[config.mk]
export PLATFORM = sky130hd
export DESIGN_NAME = qtnp_merge
export DESIGN_NICKNAME = d
export VERILOG_FILES = /design/src/hdl/quadtree_node_placement_defines.svh /design/src/hdl/qtnp_pkg.sv /design/src/hdl/qtnp_merge.sv
export SDC_FILE = /design/constraint.sdc
export NUM_CORES = 1
export LEC_CHECK = 0
export ABC_CLOCK_PERIOD_IN_PS = 5580
export CORE_MARGIN = 3
export CORE_UTILIZATION = 60
export CTS_BUF_LIST = sky130_fd_sc_hd__clkbuf_4 sky130_fd_sc_hd__clkbuf_8
export DETAILED_ROUTE_END_ITERATION = 8
export DONT_BUFFER_PORTS = 1
export GPL_ROUTABILITY_DRIVEN = 0
export PLACE_DENSITY = 0.82
export SYNTH_ARGS = -nofsm -noshare
export SYNTH_HDL_FRONTEND = slang
export SYNTH_SLANG_ARGS = --single-unit
[constraint.sdc]
create_clock -name clk -period 5.58 [get_ports clk]
set_input_delay 1.116 -clock clk [delete_from_list [all_inputs] [get_ports clk]]
set_output_delay 1.116 -clock clk [all_outputs]
set_load 0.05 [all_outputs]
[src/hdl/quadtree_node_placement_defines.svh]
// assertion macros used by the quadtree node placement rtl
// no dependencies; included by files that carry concurrent checks
`ifndef QUADTREE_NODE_PLACEMENT_DEFINES_SVH
`define QUADTREE_NODE_PLACEMENT_DEFINES_SVH

// same-cycle implication
`define QTNP_ASSERT_NOW(label, clock, reset, ante, cons) \
  label: assert property (@(posedge clock) disable iff (reset) (ante) |-> (cons)) \
    else $error("qtnp check failed");

// next-cycle implication
`define QTNP_ASSERT_NEXT(label, clock, reset, ante, cons) \
  label: assert property (@(posedge clock) disable iff (reset) (ante) |=> (cons)) \
    else $error("qtnp check failed");

`endif

[src/hdl/qtnp_pkg.sv]
// shared types and constants for the quadtree node placement block
// no dependencies; used by the lane, merge and top modules
package qtnp_pkg;

  localparam int LEVELS_DEF = 8;

  localparam int CFG_IDX_W  = 3;
  localparam int CFG_DATA_W = 32;

  localparam logic signed [31:0] RST_REGION_CENTER = 32'sd0;
  localparam logic [30:0]        RST_REGION_HALF   = 31'd65536;
  localparam logic [31:0]        RST_GRID_SCALE    = 32'd8355840;

  typedef enum logic [CFG_IDX_W-1:0] {
    CFG_REGION_CENTER_X = 3'd0,
    CFG_REGION_CENTER_Y = 3'd1,
    CFG_REGION_HALF_X   = 3'd2,
    CFG_REGION_HALF_Y   = 3'd3,
    CFG_GRID_SCALE_X    = 3'd4,
    CFG_GRID_SCALE_Y    = 3'd5
  } cfg_idx_t;

  typedef struct packed {
    logic signed [31:0] obj_center_x;
    logic signed [31:0] obj_center_y;
    logic [30:0]        obj_half_x;
    logic [30:0]        obj_half_y;
  } in_t;

  typedef struct packed {
    logic [2:0]  tree_level;
    logic [6:0]  cell_col;
    logic [6:0]  cell_row;
    logic [14:0] node_slot;
    logic        outside_region;
  } out_t;

  // per-stage load enables of the placement pipeline
  typedef struct packed {
    logic en_ends;
    logic en_offs;
    logic en_prod;
    logic en_grid;
    logic en_out;
  } pipe_ctl_t;

endpackage

[src/hdl/qtnp_merge.sv]
// merge stage: combines both axis lanes into level, cell and flat node slot
// depends on qtnp_pkg for the result struct and pipeline control
module qtnp_merge #(
  parameter int LEVELS = qtnp_pkg::LEVELS_DEF
) (
  input  logic                      clk,
  input  qtnp_pkg::pipe_ctl_t       ctl,
  input  logic                      inside_x,
  input  logic                      inside_y,
  input  logic [LEVELS-1:0]         lo_x,
  input  logic [LEVELS-1:0]         lo_y,
  input  logic [$clog2(LEVELS)-1:0] level_x,
  input  logic [$clog2(LEVELS)-1:0] level_y,
  output qtnp_pkg::out_t            result
);

  localparam int LW  = $clog2(LEVELS);
  localparam int LVW = (LW > 3) ? LW : 3;
  localparam int CW  = (LEVELS > 7) ? LEVELS : 7;
  localparam int SW  = (2 * LEVELS > 15) ? 2 * LEVELS : 15;

  logic [LW-1:0]     level;
  logic [LW:0]       sh;
  logic [LEVELS-1:0] col_full, row_full;
  logic [SW-1:0]     base, slot;
  logic [LVW-1:0]    level_w;
  logic [CW-1:0]     col_w, row_w;
  qtnp_pkg::out_t    result_next;

  always_comb begin
    level    = (level_x < level_y) ? level_x : level_y;
    sh       = (LW+1)'(LEVELS) - {1'b0, level};
    col_full = lo_x >> sh;
    row_full = lo_y >> sh;
    // (4^level - 1) / 3 is ones at the even bit positions below 2*level
    base = '0;
    for (int k = 0; k < LEVELS; k++) begin
      base[2*k] = (k < int'(level));
    end
    slot    = base + (SW'(row_full) << level) + SW'(col_full);
    level_w = LVW'(level);
    col_w   = CW'(col_full);
    row_w   = CW'(row_full);

    if (inside_x && inside_y) begin
      result_next.tree_level     = level_w[2:0];
      result_next.cell_col       = col_w[6:0];
      result_next.cell_row       = row_w[6:0];
      result_next.node_slot      = slot[14:0];
      result_next.outside_region = 1'b0;
    end else begin
      result_next                = '0;
      result_next.outside_region = 1'b1;
    end
  end

  always_ff @(posedge clk) begin
    if (ctl.en_out) begin
      result <= result_next;
    end
  end

endmodule

==> run summary <==
The die is 73.7 um wide. The filler cells instantiated in the layout total 324. The run gives 0 as the post-cts resize count. The cell type with the highest aggregate area in the netlist was edfxtp_1. The floorplan step defined a die boundary enclosing 5430 sq um.

The register with the most flip-flops in the layout has 33 of them. The count of nets left with antenna violations after detail routing is 0, and the number of DRC markers after the initial detailed-route iteration is 185. The pin count of the biggest net entering global routing was 34. Summed over all cells, the static leakage comes to 1.17 nW. For the wire length after detailed routing, the log shows 5760 um. Post-CTS timing repair inserted 0 buffers for setup.

Headroom to the max-slew limit came out at 54.1%. TritonCTS built the clock tree. The final hold violation count was 0; the fraction of final layout cells with drive strength greater than 1 was 12.0%.

The number of input and output port buffers inserted was 0; the number of flip-flops and latches in the synthesized netlist was 33. The first global-routing pass estimated 9830 um of wire. The worst setup path is captured at a flip-flop. Derived from the worst setup path, the maximum achievable clock frequency is 197 MHz.

The register with the most flip-flops was result. The total count of max-transition violations in the final report is 0, and the initial core utilization is 65.5%. For this design the top-level I/O count stands at 63. The clock-pin transition on the worst setup and hold timing paths came out at 70 ps. The flow ran to the end, and the final reports show no timing, DRC or antenna violations.

The fraction of registers with async set or reset after synthesis is 0%. By instance count, the leading cell after synthesis is edfxtp_1. Number of buffers between clock root and the deepest sink: 2.

In the final layout, the registers with the most flip-flops are result x33. The net total in the final layout is 339, and the largest stage delay on the critical path is 500 ps. In this run the worst hold path is classified as input pin to flip-flop. The final design utilization was 68.9%; the required arrival time at the worst endpoint was 5610 ps. The global-route usage over all layers was 23.7%.

Ratio of total power to cell area: 273 nW/um^2. The cell count after synthesis came out at 283. The cell area after technology mapping is 2750 sq um.

For the initial antenna violation count, the log shows 0. The repair_antennas step left the layout with diodes totalling 0. At the pin with the least slew margin, the transition time is 687 ps. The number of vias in the routed layout came out at 2168.

Relative to the synthesized area, the layout overhead comes to 5.28%. For the number of global-route vias before repair, the log shows 2128. The tools report the sequential element share of the synthesized area as 36.0%.

The number of core rows was 23; the largest vdd supply drop was 0.000129 V. The tree is rooted in a clkbuf_8. The tool flagged a number of max-cap violations equal to 0. The signal arrival time at the worst endpoint was 5100 ps. The wire-length estimate of the detail-placed layout is 4340 um. Counting distinct cell types in the post-synthesis netlist gives 59. The TritonCTS sink count came out at 33. Setup total negative slack on the finished layout was measured at 0 ps.

In this run the standard cell core region covers 4200 sq um. The maximum net fanout on the critical path was 13; the worst hold slack across all endpoints was 934 ps. The total congestion overflow after global routing was 0. Sorting the synthesized cells by how often they occur yields edfxtp_1, nor2_1, ha_1, nor3_1. The number of remaining DRC errors was 0.

The first detailed-routing pass ran for 5 iterations. The category of the most critical setup path was input pin to flip-flop. Setup repair after global routing left no endpoint under its margin.

Dividing the detail-routed wire length by the instance count gives 17.2 um. Counting the buffers created by CTS gives 5. For this design, the CTS-stage hold fixing added 0 buffers. On the critical path, the stage with the largest delay is an instance of mux2_2. Among all flip-flop cells after synthesis, the most frequent one is edfxtp_1. The critical path goes through inv_1 -> ha_1 -> nand2_1 -> o21ai_2 -> mux2_2 -> mux4_2 -> a22oi_2 -> fa_1 -> fa_1 -> nor2b_1 -> o21a_1 -> o21ai_0 -> a211oi_1 -> o21ai_0 -> mux2i_1. In this run the mean area of a mapped cell was 9.72 sq um. By area the synthesized netlist is led by edfxtp_1, ha_1, nor2_1, nor3_1, o21a_1.

The shortest clock period the worst path allows after layout is 5070 ps, and the number of flops mapped to enable cells by yosys is 33. The H-tree was split into 2 levels. The via count normalized by instance count was 6.49; the final worst-path cycle share was 90.9%. Yosys printed 0 warnings. Setup violations remaining at the end of the flow were counted as 0. The element type at the critical path start is an input pin. The floorplan die height works out to 73.7 um. The proportion of netlist area held by the largest area contributor works out to 36.0%.
[worst max-delay path, delay by kind of cell]
family / cells / cell delay, ps
AO/OA/AOI/OAI: 6 / 1330
multiplexers: 3 / 980
buffers and inverters: 1 / 20
AND/OR/NAND/NOR: 2 / 280
adder cells (fa/ha/maj): 3 / 1360
[final cells by class]
cell class	instances	area (sq um)	share of cell area, %
multi-input combinational	222	1630	56.4
inverter	16	60.1	2.07
tap	50	62.6	2.16
sequential	33	991	34.2
clock buffer	6	76.3	2.64
timing repair buffer	5	37.5	1.30
clock inverter	2	33.8	1.17
[power breakdown]
| part | internal [W] | switching (W) | leakage, nW | total (W) |
|---|---|---|---|---|
| logic | 0.0000836 | 0.000119 | 0.797 | 0.000203 |
| clock network | 0.000136 | 0.0000819 | 0.0563 | 0.000218 |
| registers | 0.000297 | 0.0000732 | 0.315 | 0.000370 |
| total | 0.000517 | 0.000274 | 1.17 | 0.000791 |
[kinds of logic after synthesis]
kind of cell    after synthesis  share of synthesized area (%)
xor+xnor                      3                          0.956
flops                        33                           36.0
simple gates                100                           18.4
mux                          10                           4.60
other cells                   1                          0.136
fa+ha+maj                    26                           12.9
buf+inv                      29                           4.69
compound gates               81                           22.2
[per-layer routing]
layer | track usage, % | routed length (um) | vias to the layer above
li1 | - | - | 1049
met1 | 31.4 | 2510 | 1010
met2 | 35.5 | 2630 | 99
met3 | 7.11 | 511 | 10
met4 | 10.5 | 112 | 0
met5 | 0 | 0 | -
[final timing paths]
check / cells after the start / to / startpoint / slack, ps
max: 15 / result[12] / level_y[2] / 510
min: 0 / result[16] / ctl[0] / 930
[placed cells by master (no fill, tap or decap), types with 2 or more instances in the layout]
| cell | count |
|---|---|
| a21o_1 | 4 |
| xnor2_1 | 2 |
| buf_4 | 5 |
| and3_1 | 9 |
| a211o_1 | 2 |
| clkbuf_8 | 5 |
| o21a_1 | 11 |
| nand2b_1 | 3 |
| a211oi_1 | 10 |
| a211oi_2 | 2 |
| inv_1 | 16 |
| conb_1 | 2 |
| nand3_1 | 11 |
| mux2i_1 | 7 |
| or3_1 | 3 |
| nor2_1 | 23 |
| a31o_2 | 2 |
| o21ai_0 | 13 |
| a21oi_2 | 3 |
| nand2_1 | 16 |
| nor2b_1 | 3 |
| and2_1 | 5 |
| nor3_1 | 17 |
| a21oi_1 | 14 |
| nand2_2 | 2 |
| fa_1 | 4 |
| o21ai_2 | 2 |
| ha_1 | 22 |
| a31oi_1 | 3 |
| edfxtp_1 | 33 |
[metrics by stage]
| stage | instance area, sq um | total power [W] | cells | setup WS [ps] |
|---|---|---|---|---|
| final | 2900 | 0.000791 | 334 | 506 |
| after global routing | 2900 | 0.000831 | 334 | 134 |
| after CTS | 2900 | 0.000792 | 334 | 500 |
| after detailed placement | 2790 | 0.000574 | 326 | 267 |
| after global placement | 2790 | 0.000570 | 326 | 381 |
| after floorplan | 2750 | 0.000539 | 284 | 701 |
(Power assumes the default switching activity.)
